==> config.mk <==
export PLATFORM = sky130hd
export DESIGN_NAME = ftvm_out_fifo
export DESIGN_NICKNAME = d
export VERILOG_FILES = /design/src/rtl/core/ftvm_pkg.sv /design/src/rtl/core/ftvm_out_fifo.sv
export SDC_FILE = /design/constraint.sdc
export NUM_CORES = 2
export LEC_CHECK = 0
export ABC_AREA = 1
export BUFFER_PORTS_ARGS = -buffer_cell sky130_fd_sc_hd__buf_2
export CAP_MARGIN = 0
export CORE_MARGIN = 3
export CORE_UTILIZATION = 37
export CTS_CLUSTER_DIAMETER = 100
export DETAILED_ROUTE_END_ITERATION = 6
export PLACE_DENSITY = 0.57
export SYNTH_ARGS = -nofsm -noshare
export SYNTH_HDL_FRONTEND = slang
export SYNTH_SLANG_ARGS = --single-unit
==> constraint.sdc <==
create_clock -name aclk -period 14.7 [get_ports aclk]
set_clock_uncertainty 0.2 [all_clocks]
set_input_delay 2.205 -clock aclk [delete_from_list [all_inputs] [get_ports aclk]]
set_output_delay 2.205 -clock aclk [all_outputs]
set_load 0.02 [all_outputs]
==> src/rtl/core/ftvm_pkg.sv <==
`timescale 1ns / 1ps
// ----------------------------------------------------------------------------
// ftvm_pkg : shared types and constants of the tensor-vector multiply core
// Complex word layout, register codes, component codes and the fixed-point
// widths used along the multiply datapath.
// ----------------------------------------------------------------------------
package ftvm_pkg;

    // Store and datapath sizing
    localparam int COMPONENTS = 6;
    localparam int AXES       = 3;
    localparam int QUAD_DEPTH = 32768;
    localparam int FRAC_BITS  = 24;
    localparam int WORD_W     = 32;
    localparam int IDX_W      = 7;
    localparam int CFG_W      = 8;
    localparam int CFG_IDX_W  = 3;
    localparam int COMP_W     = 3;
    localparam int TERM_IDX_W = 16;           // quad_y * z + y
    localparam int RAW_ADDR_W = 25;           // quad_x * (..) + x, before range check
    localparam int PROD_W     = 2 * WORD_W;   // exact 32x32 product
    localparam int TERM_W     = PROD_W + 1;   // signed sum or difference of two products
    localparam int SUM_W      = TERM_W + 2;   // three terms plus rounding half

    // Stream payload widths
    localparam int S_TDATA_W = 216;
    localparam int S_TUSER_W = 1;
    localparam int M_TDATA_W = 192;

    // Result buffer
    localparam int FIFO_DEPTH = 16;
    localparam int PTR_W      = $clog2(FIFO_DEPTH);
    localparam int CNT_W      = $clog2(FIFO_DEPTH + 1);

    // Saturation limits
    localparam logic [WORD_W-1:0] SAT_POS = {1'b0, {(WORD_W-1){1'b1}}};
    localparam logic [WORD_W-1:0] SAT_NEG = {1'b1, {(WORD_W-1){1'b0}}};

    // Transaction kind carried in tuser
    typedef enum logic {
        ACT_WRITE = 1'b0,
        ACT_MULT  = 1'b1
    } action_e;

    // Configuration register indexes
    typedef enum logic [CFG_IDX_W-1:0] {
        REG_QUAD_X   = 3'd0,
        REG_QUAD_Y   = 3'd1,
        REG_QUAD_Z   = 3'd2,
        REG_PADDED_X = 3'd3,
        REG_PADDED_Y = 3'd4,
        REG_PADDED_Z = 3'd5
    } cfg_reg_e;

    // Tensor component codes
    typedef enum logic [COMP_W-1:0] {
        COMP_XX = 3'd0,
        COMP_XY = 3'd1,
        COMP_XZ = 3'd2,
        COMP_YY = 3'd3,
        COMP_YZ = 3'd4,
        COMP_ZZ = 3'd5
    } comp_e;

    // Symmetric tensor: row/column to stored component
    localparam int COMP_MAP [AXES][AXES] = '{
        '{int'(COMP_XX), int'(COMP_XY), int'(COMP_XZ)},
        '{int'(COMP_XY), int'(COMP_YY), int'(COMP_YZ)},
        '{int'(COMP_XZ), int'(COMP_YZ), int'(COMP_ZZ)}
    };

    // Complex Q8.24 word, real part in the low half
    typedef struct packed {
        logic signed [WORD_W-1:0] im;
        logic signed [WORD_W-1:0] re;
    } cplx_t;

    // Complex 3-vector, x in the low bits
    typedef struct packed {
        cplx_t z;
        cplx_t y;
        cplx_t x;
    } vec3_t;

    typedef cplx_t [AXES-1:0]       cvec_t;
    typedef cplx_t [COMPONENTS-1:0] tensor_t;

    typedef struct packed {
        logic [CFG_W-1:0] quad_x;
        logic [CFG_W-1:0] quad_y;
        logic [CFG_W-1:0] quad_z;
        logic [CFG_W-1:0] padded_x;
        logic [CFG_W-1:0] padded_y;
        logic [CFG_W-1:0] padded_z;
    } cfg_t;

    localparam cfg_t CFG_RESET = '{
        quad_x:   8'd64,
        quad_y:   8'd64,
        quad_z:   8'd64,
        padded_x: 8'd128,
        padded_y: 8'd128,
        padded_z: 8'd128
    };

    // Item travelling alongside the address computation
    typedef struct packed {
        action_e           action;
        logic [COMP_W-1:0] comp;
        logic [AXES-1:0]   neg;     // axis mirrored, bit 0 = x
        vec3_t             vec;
    } item_t;

endpackage

==> src/rtl/core/ftvm_out_fifo.sv <==
`timescale 1ns / 1ps
// ----------------------------------------------------------------------------
// ftvm_out_fifo : result buffer in front of the master stream
// Small register FIFO; the top level grants input only while a slot is
// reserved for every multiply in flight, so a push never finds it full.
// ----------------------------------------------------------------------------
module ftvm_out_fifo (
    input  logic               aclk,
    input  logic               aresetn,
    input  logic               push,
    input  ftvm_pkg::vec3_t    push_data,
    output logic               m_valid,
    input  logic               m_ready,
    output ftvm_pkg::vec3_t    m_data
);

    localparam int PTR_W = ftvm_pkg::PTR_W;
    localparam int CNT_W = ftvm_pkg::CNT_W;

    ftvm_pkg::vec3_t   entry_reg [ftvm_pkg::FIFO_DEPTH];
    logic [PTR_W-1:0]  wr_ptr_reg, wr_ptr_next;
    logic [PTR_W-1:0]  rd_ptr_reg, rd_ptr_next;
    logic [CNT_W-1:0]  count_reg, count_next;
    logic              pop;

    assign m_valid = (count_reg != '0);
    assign m_data  = entry_reg[rd_ptr_reg];
    assign pop     = m_valid && m_ready;

    // Pointer and fill level update
    always_comb begin
        wr_ptr_next = push ? wr_ptr_reg + PTR_W'(1) : wr_ptr_reg;
        rd_ptr_next = pop  ? rd_ptr_reg + PTR_W'(1) : rd_ptr_reg;
        count_next  = count_reg;
        if (push && !pop) begin
            count_next = count_reg + CNT_W'(1);
        end else if (!push && pop) begin
            count_next = count_reg - CNT_W'(1);
        end
    end

    always_ff @(posedge aclk) begin
        if (!aresetn) begin
            wr_ptr_reg <= '0;
            rd_ptr_reg <= '0;
            count_reg  <= '0;
        end else begin
            wr_ptr_reg <= wr_ptr_next;
            rd_ptr_reg <= rd_ptr_next;
            count_reg  <= count_next;
        end
    end

    // Storage
    always_ff @(posedge aclk) begin
        if (push) begin
            entry_reg[wr_ptr_reg] <= push_data;
        end
    end

endmodule

==> flow_summary.json <==
{
  "fmax_ghz": 0.117,
  "coreArea_sq_mm": 0.344,
  "rsz0062_at_grt": "no",
  "cts_buffer_depth": 4,
  "slew_violations": 0,
  "min_path_cells": 2,
  "synth_top_cell_by_area": "edfxtp_1",
  "pwr-share-clk": 0.351,
  "p_int_w": 0.0158,
  "start_util": 0.372,
  "yosysWarnings": 0,
  "cts.sinks": 3089,
  "grt_usage": 0.192,
  "post_cts_resize_count": 0,
  "final-setup-viol-count": 0,
  "synthFlopType": "edfxtp_1",
  "finalCritPeriodShare": 0.582,
  "reg2regPathDepth": 7,
  "syn_inst": 11300,
  "final_net_count": 11700,
  "tns_ns": 0,
  "synth.avg_cell_area_sq_um": 11.3,
  "clk_pin_slew_worst_paths_ns": 0.06,
  "yosysMostFrequentCell": "nand2_1",
  "largest_reg_flops": 3072,
  "overflow": 0,
  "max_stage_delay_ns": 0.90,
  "cp.arrival_ns": 6.15,
  "power_w": 0.0230,
  "vias": 81300,
  "ant_nets": 0,
  "cts_tree": "yes",
  "path_max_fanout": 166,
  "max_slew_margin": 0.146,
  "design_area_sq_mm": 0.144,
  "grt_pass1_wl_um": 513000,
  "ioPinCount": 389,
  "cap_viol_max_count": 0,
  "final_util": 0.418,
  "drtPass1Iterations": 5,
  "crit_top_cell": "nand2_1",
  "drt-total-wl_um": 348000,
  "die_h_um": 594,
  "portBuffers": 388,
  "cts_root_buffer": "clkbuf_16",
  "reg2reg_to": "entry_reg[8][116]",
  "ys_ff_latch": 3089,
  "outcome": "finished, final reports clean",
  "path_cells": "buf_4, buf_12, buf_4, buf_4, nand2_1, nand3_1, nand3_1, nand2_1, nand2_1, nand2_1, buf_2",
  "clk_latency_ns": 0.91,
  "grt_pass1_vias": 77900,
  "drt_drc_violations_left": 0,
  "worstSetupStartpointType": "flop",
  "crit_type": "reg -> out",
  "tightestPinTransition_ns": 1.28,
  "p_leak_nw": 56.0,
  "irDropWorstVdd_mv": 0.140,
  "synthArstFlopShare": 0,
  "vias_per_cell": 4.96,
  "switching_share": 0.314,
  "critPathTopFamily": "buffers and inverters",
  "pwr-share-comb": 0.221,
  "crit_path_end_kind": "primary output",
  "dp_hpwl_um": 165000,
  "final.min_clock_period_ns": 8.56,
  "yosysSeqAreaShare": 0.724,
  "ctsHoldBuffers": 0,
  "cp.required_ns": 12.30,
  "wire_per_inst_um": 21.2,
  "die_w_um": 594,
  "cp.buffers_inverters": 5,
  "rows": 215,
  "cellPowerDensity_mw_per_mm2": 160,
  "routabilityCongestion": 0.731,
  "p_seq_frac": 0.429,
  "syn_area_sq_mm": 0.128,
  "syn-num-nets": 11500,
  "drive_gt1_frac": 0.0857,
  "synth_common_cells": "4,199 x nand2_1, 3,072 x edfxtp_1, 2,223 x nand3_1",
  "yosys-top-cells-area": "edfxtp_1 72%, nand2_1 12%, nand3_1 8.7%, inv_1 3.1%, buf_2 1.4%",
  "yosysUniqueCellTypes": 25,
  "r2r_start": "wr_ptr_reg[0]",
  "min_path_type": "reg -> reg",
  "area_delta_synth_final_pct": 12.4,
  "drt_iter0_drc": 7308,
  "cts_buffers": 341,
  "synth_top_cell_area_share": 0.721,
  "dieArea_sq_mm": 0.353,
  "switching_power_w": 0.00722,
  "dpl_cell_area_sq_mm": 0.133,
  "htreeDepth": 5,
  "synth_edf_count": 3072,
  "rrSetupSlack_ns": 9.97,
  "cts_setup_buffers": 0,
  "worstHoldStart": "rd_ptr_reg[2]",
  "crit_slowest_cell": "buf_4",
  "hold_violations": 0,
  "antenna_found_initial": 83,
  "grt_start_max_net_pins": 278
}
cell families after synthesis:
family / Yosys count / synth area share
fa+ha+maj: 10 / 0.00104
simple gates: 6493 / 0.213
xor+xnor: 3 / 0.000206
flops: 3089 / 0.724
buf+inv: 1708 / 0.0610
compound gates: 15 / 0.000607
worst register-to-register path, cell delays in order (launching register included):
cell	delay, ns
dfxtp_1	0.36
inv_1	0.10
ha_1	0.14
nand2_1	0.23
nor2_4	0.93
buf_4	0.94
buf_4	0.74
buf_4	0.63
layer usage:
metal	GRT usage	vias up	routed length (um)
li1	-	38500	-
met1	0.263	39900	152000
met2	0.319	2320	166000
met3	0.0315	539	21700
met4	0.0443	26	7620
met5	0	-	184
worst max-delay path by stage:
stage	start	end	slack, ns	cells after the start
after floorplan	push	entry_reg[11][0]	3.14	3
final	flop	m_data[106]	6.14	11
after global routing	flop	m_data[98]	5.76	11
after detailed placement	flop	m_data[72]	7.09	11
after global placement	flop	m_data[72]	7.10	11
after CTS	flop	m_data[72]	6.07	11
area by class of cell:
class / instances / area [sq um]
fillers: 32100 / 200000
flip-flops and latches: 3089 / 92600
multi-input cells: 6521 / 27600
clock buffers: 429 / 8950
well taps: 4557 / 5700
inverters: 1068 / 4060
repair buffers: 518 / 3230
clock inverters: 183 / 1450
diodes: 40 / 100
cells in the final DEF, fill, tap and decap left out, drive strengths merged:
master and instances:
or2 34, o21ai 6, diode 40, nand3 2223
clkinv 146, ha 9, o21a 1, a21oi 8
fa 1, dfxtp 17, clkbuf 429, inv 1084
clkinvlp 5, buf 518, nand2 4199, edfxtp 3072
nand4 1, bufinv 16, xor2 3, nor2 36
metrics by stage:
stage	setup slack [ns]	hold WS, ns	cells
final	6.14	0.312	16400
after global routing	5.76	0.320	16400
after global placement	7.10	0.294	15800
after detailed placement	7.09	0.299	15800
after CTS	6.07	0.306	16400
after floorplan	3.14	0.278	11300
power groups by stage:
stage / logic [W] / registers [W] / clock network [W]
after global routing: 0.00565 / 0.00986 / 0.00857
after detailed placement: 0.00512 / 0.0100 / 0
after CTS: 0.00513 / 0.00986 / 0.00822
after floorplan: 0.00364 / 0.0100 / 0
final: 0.00507 / 0.00986 / 0.00805
after global placement: 0.00510 / 0.0100 / 0
Note: power is estimated with default switching activity, not from simulation.
