**src/rtl/core/ftvm_pkg.sv**
```systemverilog
`timescale 1ns / 1ps
// ----------------------------------------------------------------------------
// ftvm_pkg : shared types and constants of the tensor-vector multiply core
// Complex word layout, register codes, component codes and the fixed-point
// widths used along the multiply datapath.
// ----------------------------------------------------------------------------
package ftvm_pkg;

    // Store and datapath sizing
    localparam int COMPONENTS = 6;
    localparam int AXES       = 3;
    localparam int QUAD_DEPTH = 32768;
    localparam int FRAC_BITS  = 24;
    localparam int WORD_W     = 32;
    localparam int IDX_W      = 7;
    localparam int CFG_W      = 8;
    localparam int CFG_IDX_W  = 3;
    localparam int COMP_W     = 3;
    localparam int TERM_IDX_W = 16;           // quad_y * z + y
    localparam int RAW_ADDR_W = 25;           // quad_x * (..) + x, before range check
    localparam int PROD_W     = 2 * WORD_W;   // exact 32x32 product
    localparam int TERM_W     = PROD_W + 1;   // signed sum or difference of two products
    localparam int SUM_W      = TERM_W + 2;   // three terms plus rounding half

    // Stream payload widths
    localparam int S_TDATA_W = 216;
    localparam int S_TUSER_W = 1;
    localparam int M_TDATA_W = 192;

    // Result buffer
    localparam int FIFO_DEPTH = 16;
    localparam int PTR_W      = $clog2(FIFO_DEPTH);
    localparam int CNT_W      = $clog2(FIFO_DEPTH + 1);

    // Saturation limits
    localparam logic [WORD_W-1:0] SAT_POS = {1'b0, {(WORD_W-1){1'b1}}};
    localparam logic [WORD_W-1:0] SAT_NEG = {1'b1, {(WORD_W-1){1'b0}}};

    // Transaction kind carried in tuser
    typedef enum logic {
        ACT_WRITE = 1'b0,
        ACT_MULT  = 1'b1
    } action_e;

    // Configuration register indexes
    typedef enum logic [CFG_IDX_W-1:0] {
        REG_QUAD_X   = 3'd0,
        REG_QUAD_Y   = 3'd1,
        REG_QUAD_Z   = 3'd2,
        REG_PADDED_X = 3'd3,
        REG_PADDED_Y = 3'd4,
        REG_PADDED_Z = 3'd5
    } cfg_reg_e;

    // Tensor component codes
    typedef enum logic [COMP_W-1:0] {
        COMP_XX = 3'd0,
        COMP_XY = 3'd1,
        COMP_XZ = 3'd2,
        COMP_YY = 3'd3,
        COMP_YZ = 3'd4,
        COMP_ZZ = 3'd5
    } comp_e;

    // Symmetric tensor: row/column to stored component
    localparam int COMP_MAP [AXES][AXES] = '{
        '{int'(COMP_XX), int'(COMP_XY), int'(COMP_XZ)},
        '{int'(COMP_XY), int'(COMP_YY), int'(COMP_YZ)},
        '{int'(COMP_XZ), int'(COMP_YZ), int'(COMP_ZZ)}
    };

    // Complex Q8.24 word, real part in the low half
    typedef struct packed {
        logic signed [WORD_W-1:0] im;
        logic signed [WORD_W-1:0] re;
    } cplx_t;

    // Complex 3-vector, x in the low bits
    typedef struct packed {
        cplx_t z;
        cplx_t y;
        cplx_t x;
    } vec3_t;

    typedef cplx_t [AXES-1:0]       cvec_t;
    typedef cplx_t [COMPONENTS-1:0] tensor_t;

    typedef struct packed {
        logic [CFG_W-1:0] quad_x;
        logic [CFG_W-1:0] quad_y;
        logic [CFG_W-1:0] quad_z;
        logic [CFG_W-1:0] padded_x;
        logic [CFG_W-1:0] padded_y;
        logic [CFG_W-1:0] padded_z;
    } cfg_t;

    localparam cfg_t CFG_RESET = '{
        quad_x:   8'd64,
        quad_y:   8'd64,
        quad_z:   8'd64,
        padded_x: 8'd128,
        padded_y: 8'd128,
        padded_z: 8'd128
    };

    // Item travelling alongside the address computation
    typedef struct packed {
        action_e           action;
        logic [COMP_W-1:0] comp;
        logic [AXES-1:0]   neg;     // axis mirrored, bit 0 = x
        vec3_t             vec;
    } item_t;

endpackage

```
**src/rtl/core/ftvm_addr_gen.sv**
```systemverilog
`timescale 1ns / 1ps
// ----------------------------------------------------------------------------
// ftvm_addr_gen : mirroring and quadrant address pipeline
// Three stages: mirror the grid point into the stored quadrant, form
// quad_y*z + y, then quad_x*(..) + x. Flags addresses beyond the store.
// ----------------------------------------------------------------------------
module ftvm_addr_gen #(
    parameter int QUAD_DEPTH = ftvm_pkg::QUAD_DEPTH
) (
    input  logic                            aclk,
    input  logic                            aresetn,
    input  ftvm_pkg::cfg_t                  cfg,
    input  logic                            in_valid,
    input  ftvm_pkg::action_e               in_action,
    input  logic [ftvm_pkg::IDX_W-1:0]      in_x,
    input  logic [ftvm_pkg::IDX_W-1:0]      in_y,
    input  logic [ftvm_pkg::IDX_W-1:0]      in_z,
    input  logic [ftvm_pkg::COMP_W-1:0]     in_comp,
    input  ftvm_pkg::vec3_t                 in_vec,
    output logic                            out_valid,
    output ftvm_pkg::item_t                 out_item,
    output logic [$clog2(QUAD_DEPTH)-1:0]   out_addr,
    output logic                            out_in_range
);

    localparam int AW = $clog2(QUAD_DEPTH);
    localparam int CW = ftvm_pkg::CFG_W;
    localparam int TW = ftvm_pkg::TERM_IDX_W;
    localparam int RW = ftvm_pkg::RAW_ADDR_W;

    // Mirror one index past its extent on a multiply; top bit flags the sign flip
    function automatic logic [CW:0] mirror_idx(input logic [ftvm_pkg::IDX_W-1:0] idx,
                                               input logic [CW-1:0] quad,
                                               input logic [CW-1:0] pad,
                                               input logic mul);
        logic [CW-1:0] wide;
        logic [CW:0]   res;
        wide = {1'b0, idx};
        if (mul && (wide >= quad)) begin
            res = {1'b1, pad - wide};
        end else begin
            res = {1'b0, wide};
        end
        return res;
    endfunction

    logic [CW:0]     mx, my, mz;
    logic            is_mul;

    logic            va_reg, vb_reg, vc_reg;
    ftvm_pkg::item_t item_a_reg, item_b_reg, item_c_reg;
    logic [CW-1:0]   xa_reg, ya_reg, za_reg, xb_reg;
    logic [TW-1:0]   tb_reg;
    logic [RW-1:0]   addr_c_reg;

    assign is_mul = (in_action == ftvm_pkg::ACT_MULT);
    assign mx     = mirror_idx(in_x, cfg.quad_x, cfg.padded_x, is_mul);
    assign my     = mirror_idx(in_y, cfg.quad_y, cfg.padded_y, is_mul);
    assign mz     = mirror_idx(in_z, cfg.quad_z, cfg.padded_z, is_mul);

    // Valid pipe
    always_ff @(posedge aclk) begin
        if (!aresetn) begin
            va_reg <= 1'b0;
            vb_reg <= 1'b0;
            vc_reg <= 1'b0;
        end else begin
            va_reg <= in_valid;
            vb_reg <= va_reg;
            vc_reg <= vb_reg;
        end
    end

    // Stage a: mirrored point
    always_ff @(posedge aclk) begin
        item_a_reg.action <= in_action;
        item_a_reg.comp   <= in_comp;
        item_a_reg.neg    <= {mz[CW], my[CW], mx[CW]};
        item_a_reg.vec    <= in_vec;
        xa_reg            <= mx[CW-1:0];
        ya_reg            <= my[CW-1:0];
        za_reg            <= mz[CW-1:0];
    end

    // Stage b: quad_y * z + y
    always_ff @(posedge aclk) begin
        item_b_reg <= item_a_reg;
        xb_reg     <= xa_reg;
        tb_reg     <= ({{(TW-CW){1'b0}}, cfg.quad_y} * {{(TW-CW){1'b0}}, za_reg})
                      + {{(TW-CW){1'b0}}, ya_reg};
    end

    // Stage c: quad_x * (..) + x
    always_ff @(posedge aclk) begin
        item_c_reg <= item_b_reg;
        addr_c_reg <= ({{(RW-CW){1'b0}}, cfg.quad_x} * {{(RW-TW){1'b0}}, tb_reg})
                      + {{(RW-CW){1'b0}}, xb_reg};
    end

    assign out_valid    = vc_reg;
    assign out_item     = item_c_reg;
    assign out_addr     = addr_c_reg[AW-1:0];
    assign out_in_range = (addr_c_reg < RW'(QUAD_DEPTH));

endmodule

```
**config.mk**
```make
export PLATFORM = sky130hd
export DESIGN_NAME = ftvm_addr_gen
export DESIGN_NICKNAME = d
export VERILOG_FILES = /design/src/rtl/core/ftvm_pkg.sv /design/src/rtl/core/ftvm_addr_gen.sv
export SDC_FILE = /design/constraint.sdc
export NUM_CORES = 1
export LEC_CHECK = 0
export BUFFER_PORTS_ARGS = -buffer_cell sky130_fd_sc_hd__buf_2
export CAP_MARGIN = 10
export CORE_ASPECT_RATIO = 1.75
export CORE_MARGIN = 2
export CORE_UTILIZATION = 54
export CTS_BUF_LIST = sky130_fd_sc_hd__clkbuf_4 sky130_fd_sc_hd__clkbuf_8 sky130_fd_sc_hd__clkbuf_16
export DETAILED_ROUTE_END_ITERATION = 7
export GPL_TIMING_DRIVEN = 0
export PLACE_DENSITY_LB_ADDON = 0.08
export RECOVER_POWER = 25
export SLEW_MARGIN = 20
export SYNTH_ARGS = -nofsm -noshare
export SYNTH_HDL_FRONTEND = slang
export SYNTH_SLANG_ARGS = --single-unit
```
**constraint.sdc**
```tcl
create_clock -name aclk -period 5.3 [get_ports aclk]
set_clock_uncertainty 0.05 [all_clocks]
set_input_delay 0.53 -clock aclk [delete_from_list [all_inputs] [get_ports aclk]]
set_output_delay 0.53 -clock aclk [all_outputs]
set_load 0.005 [all_outputs]
```
==> results of run 1 <==
critical path, stage by stage:
cell	delay [ns]
buf_2	0.16
clkbuf_1	0.47
nand2_1	0.15
fa_1	0.51
inv_1	0.05
fa_1	0.50
inv_1	0.06
fa_1	0.48
fa_1	0.49
inv_1	0.04
ha_1	0.35
o21a_1	0.22
o31a_1	0.15
o211ai_1	0.33
a21o_1	0.20
a21boi_1	0.13
a22o_1	0.25
a311o_1	0.35
logic make-up (layout without fill, tap and decap cells):
kind of cell             count (synthesis)  in the layout  synth area share
AND/OR/NAND/NOR                        297            297            0.0696
AO/OA/AOI/OAI                          127            127            0.0374
multiplexers                            22             22           0.00997
buffers and inverters                  312           1076            0.0555
other                                    0             18                 0
adder cells (fa/ha/maj)                273            273             0.202
flip-flops                             673            673             0.610
XOR/XNOR                                40             40            0.0159
what timing repair did:
| action | in CTS | in global routing |
|---|---|---|
| gates resized for setup | 0 | 6 |
| hold endpoints to repair | 189 | 1 |
| endpoints found under the setup margin | 0 | 1 |
| hold buffers | 189 | 1 |
synthesized netlist by cell type (all sizes together), types with 5 or more instances:
cell	count
nor2	27
and2	118
a21oi	42
buf	15
nor2b	15
a21boi	5
xor2	13
ha	134
a21o	20
o31ai	5
mux2i	22
nand2	103
clkbuf	20
xnor2	27
o21ai	33
fa	139
inv	277
nand2b	9
dfxtp	673
routing by layer:
metal | vias up | share of wire | GRT usage
met5 | - | 0.0016 | 0
met4 | 14 | 0.055 | 0.123
met3 | 148 | 0.067 | 0.0734
met2 | 386 | 0.57 | 0.479
met1 | 6662 | 0.31 | 0.203
li1 | 6799 | - | -
final cells by class:
class / count / share of cell area
Antenna cell: 18 / 0.00155
Buffer: 35 / 0.00661
Clock buffer: 73 / 0.0529
Clock inverter: 24 / 0.0113
Inverter: 277 / 0.0359
Multi-Input combinational cell: 759 / 0.255
Sequential cell: 673 / 0.465
Tap cell: 550 / 0.0238
Timing Repair Buffer: 667 / 0.148
worst max path at each step:
stage / start / end / slack (ns) / depth (start not counted)
2_1_floorplan: cfg[42] / addr_c_reg[23] / 0.47 / 17
3_3_place_gp: cfg[42] / addr_c_reg[23] / -0.43 / 18
3_5_place_dp: cfg[42] / addr_c_reg[23] / -0.44 / 18
4_1_cts: cfg[42] / addr_c_reg[23] / 0.17 / 18
5_1_grt: tb_reg[9] / addr_c_reg[23] / 0.04 / 16
6_report: cfg[41] / addr_c_reg[23] / 0.29 / 18
where the power goes:
group	switching, mW	total (mW)	internal (mW)
sequential	0.216	5.83	5.62
clock	1.81	4.11	2.30
combinational	5.15	9.32	4.17
total	7.17	19.3	12.1
through the flow:
step                utilization  area (um^2)
floorplan                     -        22100
global route              0.713        28900
finish                    0.714        29000
detailed placement        0.620        25200
CTS                       0.713        28900
global placement          0.620        25200
==> flow_summary.yaml, run 1 <==
hold_path:
  hold_path_class: "input port to register"
  hold_end: "item_a_reg[74]"
  min_from: "in_vec[74]"
  hold_path_depth: 1
detailed_routing:
  wl_per_cell_um: 16.5
  drt_pass1_iterations: 4
  vias_per_cell: 4.55
  drt-initial-drc-count: 327
  num_vias: 14009
  routed_wirelength_um: 50600
  route.detailed.drc: 0
  ant_nets: 0
place:
  dp_hpwl_um: 36500
  portBuffers: 477
  place_inst: 2771
  routabilityCongestion: 0.853
  dp_slack_ns: -0.439
cts:
  clockBufferDepth: 3
  htreeDepth: 2
  clock-sinks: 673
  cts_root_buffer: "clkbuf_16"
  cts.clk_slew.worst_paths_ns: 0.07
  cts_tree: "built"
  postCtsSetupBuffers: 0
  insertion_delay_ns: 0.59
  numCtsBuffers: 53
yosys:
  yosysSeqAreaShare: 0.610
  ys_types: 49
  yosys-top-cells-area: "dfxtp_1, fa_1, ha_1"
  syn_nets: 2285
  syn_area_um2: 22100
  ys.warnings.count: 0
  ys_ff_latch: 673
  synth_top_area_cell: "dfxtp_1"
  synth.avg_cell_area_um2: 12.7
  async_flop_share: 0
  synthFlopType: "dfxtp_1"
  synth_edf_count: 0
  yosysTopAreaCellShare: 0.610
  postSynthCellCount: 1744
die:
  io_pins: 484
  die_y_um: 272
  dieArea_um2: 42600
  rows: 98
  start_util: 0.544
  dieWidth_um: 157
  fp.coreArea_um2: 40600
layout:
  syn2layout_area_growth_pct: 31.1
  stdcell_count: 3076
  regArea_um2: 13500
  nets: 3007
  final_cell_mix: "dfxtp_1, buf_2, inv_1"
  final_common_cell: "dfxtp_1"
  multi_input_area_um2: 7400
  layout-drive-gt1-share: 0.236
  fill_cells: 2810
setup_path:
  path_class: "input port to register"
  crit_arrival_ns: 5.42
  crit_path_max_fanout: 10
  startpoint_type: "input port"
  cp.required_ns: 5.71
  r2r_cells: 16
  r2r-end: "addr_c_reg[23]"
  rr_startpoint: "tb_reg[9]"
  rrSetupSlack_ns: 0.34
  cp-end-kind: "register"
timing:
  drv_slew: 0
  hold_viol: 0
  min_period_ns: 5.01
  timing.final.ws_setup_ns: 0.291
  fin_setup_tns_ns: 0
  finalCritPeriodShare: 0.945
  fmaxAchievable_mhz: 200
  finalSetupViolCount: 0
  max_slew_margin: 0.327
  max_slew.worst_pin.slew_ns: 1.00
  hold_slack_ns: 0.0592
  rsz0062_at_grt: "no"
power:
  power.leakage_nw: 14.3
  power.density_nw_per_um2: 665
  p_total_mw: 19.3
  peakVddDrop_mv: 0.650
global_routing:
  grt_pass1_vias: 15424
  grt_util_all_layers: 0.239
  grt_pass1_wl_um: 78100
  overflow: 0
  antenna_found_initial: 19
  grt_start_max_net_pins: 18
run:
  drv_cap: 0
outcome:
  outcome: "completed"
Power figures use the tool's default switching activity.
==> run 2: changes to the inputs <==
--- a/config.mk
+++ b/config.mk
@@ -5,11 +5,12 @@
 export SDC_FILE = /design/constraint.sdc
 export NUM_CORES = 1
 export LEC_CHECK = 0
+export ABC_AREA = 1
 export BUFFER_PORTS_ARGS = -buffer_cell sky130_fd_sc_hd__buf_2
 export CAP_MARGIN = 10
 export CORE_ASPECT_RATIO = 1.75
 export CORE_MARGIN = 2
-export CORE_UTILIZATION = 54
+export CORE_UTILIZATION = 50
 export CTS_BUF_LIST = sky130_fd_sc_hd__clkbuf_4 sky130_fd_sc_hd__clkbuf_8 sky130_fd_sc_hd__clkbuf_16
 export DETAILED_ROUTE_END_ITERATION = 7
 export GPL_TIMING_DRIVEN = 0
==> run 2 against run 1 <==
Against the previous run:
- synthesized cell count increased by 26%
- first-iteration DRC count rose by 34%
- core utilization decreased by 5.6 points
- cell count increased by 15%
- global-route usage decreased by 4.1 points
- critical endpoint is now addr_c_reg[21]
- largest cell class unchanged
- highest routed layer is now met4
==> flow_summary.yaml, run 2 <==
yosys:
  synth-compound-area-share: 0.0131
  yosys-top-cells-area: "dfxtp_1, fa_1, inv_1"
  synth_top_family_by_area: "adder cells"
  synthAdderAreaFrac: 0.192
  yosys.area_share.simple: 0.111
  postSynthCellCount: 2194
  ys_types: 32
  yosysMostFrequentCell: "dfxtp_1"
  synthFlopType: "dfxtp_1"
  syn_nets: 2735
  ys.warnings.count: 0
  synth_common_cells: "dfxtp_1, inv_1, nand2_1, fa_1, ha_1"
  synth.avg_cell_area_um2: 10.6
  async_flop_share: 0
  yosysTopAreaCellShare: 0.581
  synth-xor-area-share: 0.00983
  yosysSeqAreaShare: 0.581
  synth_edf_count: 0
  synth_top_area_cell: "dfxtp_1"
  synth.area.mux_share: 0
  syn_area_um2: 23200
  ys_ff_latch: 673
die:
  die_y_um: 289
  start_util: 0.505
  rows: 104
  dieArea_um2: 48200
  fp.coreArea_um2: 45900
  io_pins: 484
  dieWidth_um: 167
detailed_routing:
  num_vias: 15695
  ant_nets: 0
  drt-initial-drc-count: 437
  vias_per_cell: 4.42
  routed_wirelength_um: 48700
  route.detailed.drc: 0
  drt_pass1_iterations: 4
  wl_per_cell_um: 13.7
layout:
  final_common_cell: "dfxtp_1"
  nets: 3456
  syn2layout_area_growth_pct: 30.3
  regArea_um2: 13500
  layout-drive-gt1-share: 0.211
  stdcell_count: 3548
  fill_cells: 3635
  final_util: 0.657
  multi_input_area_um2: 7570
  final_cell_mix: "dfxtp_1, inv_1, buf_2"
setup_path:
  startpoint_type: "input port"
  rr_startpoint: "tb_reg[8]"
  crit_path_end: "addr_c_reg[21]"
  cp-end-kind: "register"
  cp-startpoint: "cfg[42]"
  r2r_cells: 18
  path_class: "input port to register"
  crit_path_max_fanout: 10
  rrSetupSlack_ns: 0.78
  r2r-end: "addr_c_reg[21]"
  cp.required_ns: 5.75
  crit_arrival_ns: 5.31
global_routing:
  antenna_found_initial: 5
  grt_pass1_vias: 16768
  grt_pass1_wl_um: 77300
  grt_start_max_net_pins: 19
  overflow: 0
  grt_util_all_layers: 0.199
cts:
  clock-sinks: 673
  cts.clk_slew.worst_paths_ns: 0.07
  numCtsBuffers: 54
  htreeDepth: 2
  clockBufferDepth: 3
  cts_tree: "built"
  insertion_delay_ns: 0.61
  cts_root_buffer: "clkbuf_16"
place:
  dp_hpwl_um: 36500
  portBuffers: 469
  routabilityCongestion: 0.868
  place_inst: 3246
timing:
  drv_slew: 0
  rsz0062_at_grt: "no"
  min_period_ns: 4.86
  max_slew_margin: 0.542
  finalSetupViolCount: 0
  finalCritPeriodShare: 0.917
  hold_viol: 0
  fmaxAchievable_mhz: 206
  max_slew.worst_pin.slew_ns: 0.686
hold_path:
  hold_path_class: "input port to register"
power:
  power.leakage_nw: 16.1
  power.density_nw_per_um2: 695
  peakVddDrop_mv: 0.863
outcome:
  outcome: "completed"
run:
  drv_cap: 0
run 2: kinds of logic (layout without fill, tap and decap cells):
family / after synthesis / count (layout)
DFF: 673 / 673
and+or+nand+nor: 620 / 620
buffers and inverters: 548 / 1313
adders and majority gates: 273 / 273
AOI/OAI and AO/OA: 54 / 54
xor gates and xnor gates: 26 / 26
other: 0 / 6
run 2: worst min-delay path by stage:
stage          slack [ns]  cells after the start      startpoint              to
2_1_floorplan        0.26                      0   item_a_reg[0]   item_b_reg[0]
3_3_place_gp         0.26                      0  item_a_reg[80]  item_b_reg[80]
3_5_place_dp         0.26                      0  item_b_reg[22]    out_item[22]
4_1_cts              0.03                      3        in_valid          va_reg
5_1_grt              0.06                      3        in_valid          va_reg
6_report             0.06                      3        in_valid          va_reg
run 2: metrics by stage:
step                power [mW]  hold WS [ns]  setup WS, ns  setup TNS, ns  cell area (um^2)
global route              23.1        0.0628         0.284              0             30200
global placement          16.6         0.260        -0.101         -0.101             26300
CTS                       21.2        0.0315         0.488              0             30200
detailed placement        16.8         0.262        -0.143         -0.173             26300
floorplan                 14.3         0.260         0.893              0             23200
finish                    21.0        0.0579         0.438              0             30200
run 2: timing repair:
| item | in CTS | in global routing |
|---|---|---|
| resized for setup | 0 | 0 |
| buffers inserted | 0 | 0 |
| hold buffers | 196 | 0 |
| hold endpoints to repair | 196 | 0 |
run 2: power by group:
group / switching (mW) / internal (mW) / total [mW]
Combinational: 6.91 / 4.11 / 11.0
Sequential: 0.0922 / 5.61 / 5.71
Clock: 1.83 / 2.43 / 4.27
Total: 8.84 / 12.2 / 21.0
run 2: worst max-delay path, stage by stage:
cell and delay [ns]:
clkbuf_1 0.40, clkbuf_1 0.59, nand2_1 0.18, fa_1 0.57, inv_1 0.05, fa_1 0.49
fa_1 0.49, inv_1 0.05, fa_1 0.48, inv_1 0.04, ha_1 0.34, nand2_1 0.13
inv_1 0.06, a21oi_1 0.31, nand3_1 0.25, nand2_1 0.17, nand2_1 0.06, nand2_1 0.06
nand2_1 0.04
run 2: final cells by class:
type / count / share of cell area
clock buffers: 70 / 0.0510
diodes: 6 / 0.000497
clock inverters: 30 / 0.0141
plain buffers: 66 / 0.0106
inverters: 482 / 0.0600
flip-flops and latches: 673 / 0.446
multi-input cells: 973 / 0.251
well taps: 583 / 0.0242
repair buffers: 665 / 0.143
run 2: per-layer routing:
metal / track usage / part of all wire / up-vias / wire length (um)
met2: 0.402 / 0.57 / 421 / 27500
met4: 0.109 / 0.054 / 0 / 2630
met3: 0.0487 / 0.060 / 138 / 2910
li1: - / - / 7860 / -
met5: 0 / 0 / - / 0
met1: 0.176 / 0.32 / 7276 / 15600
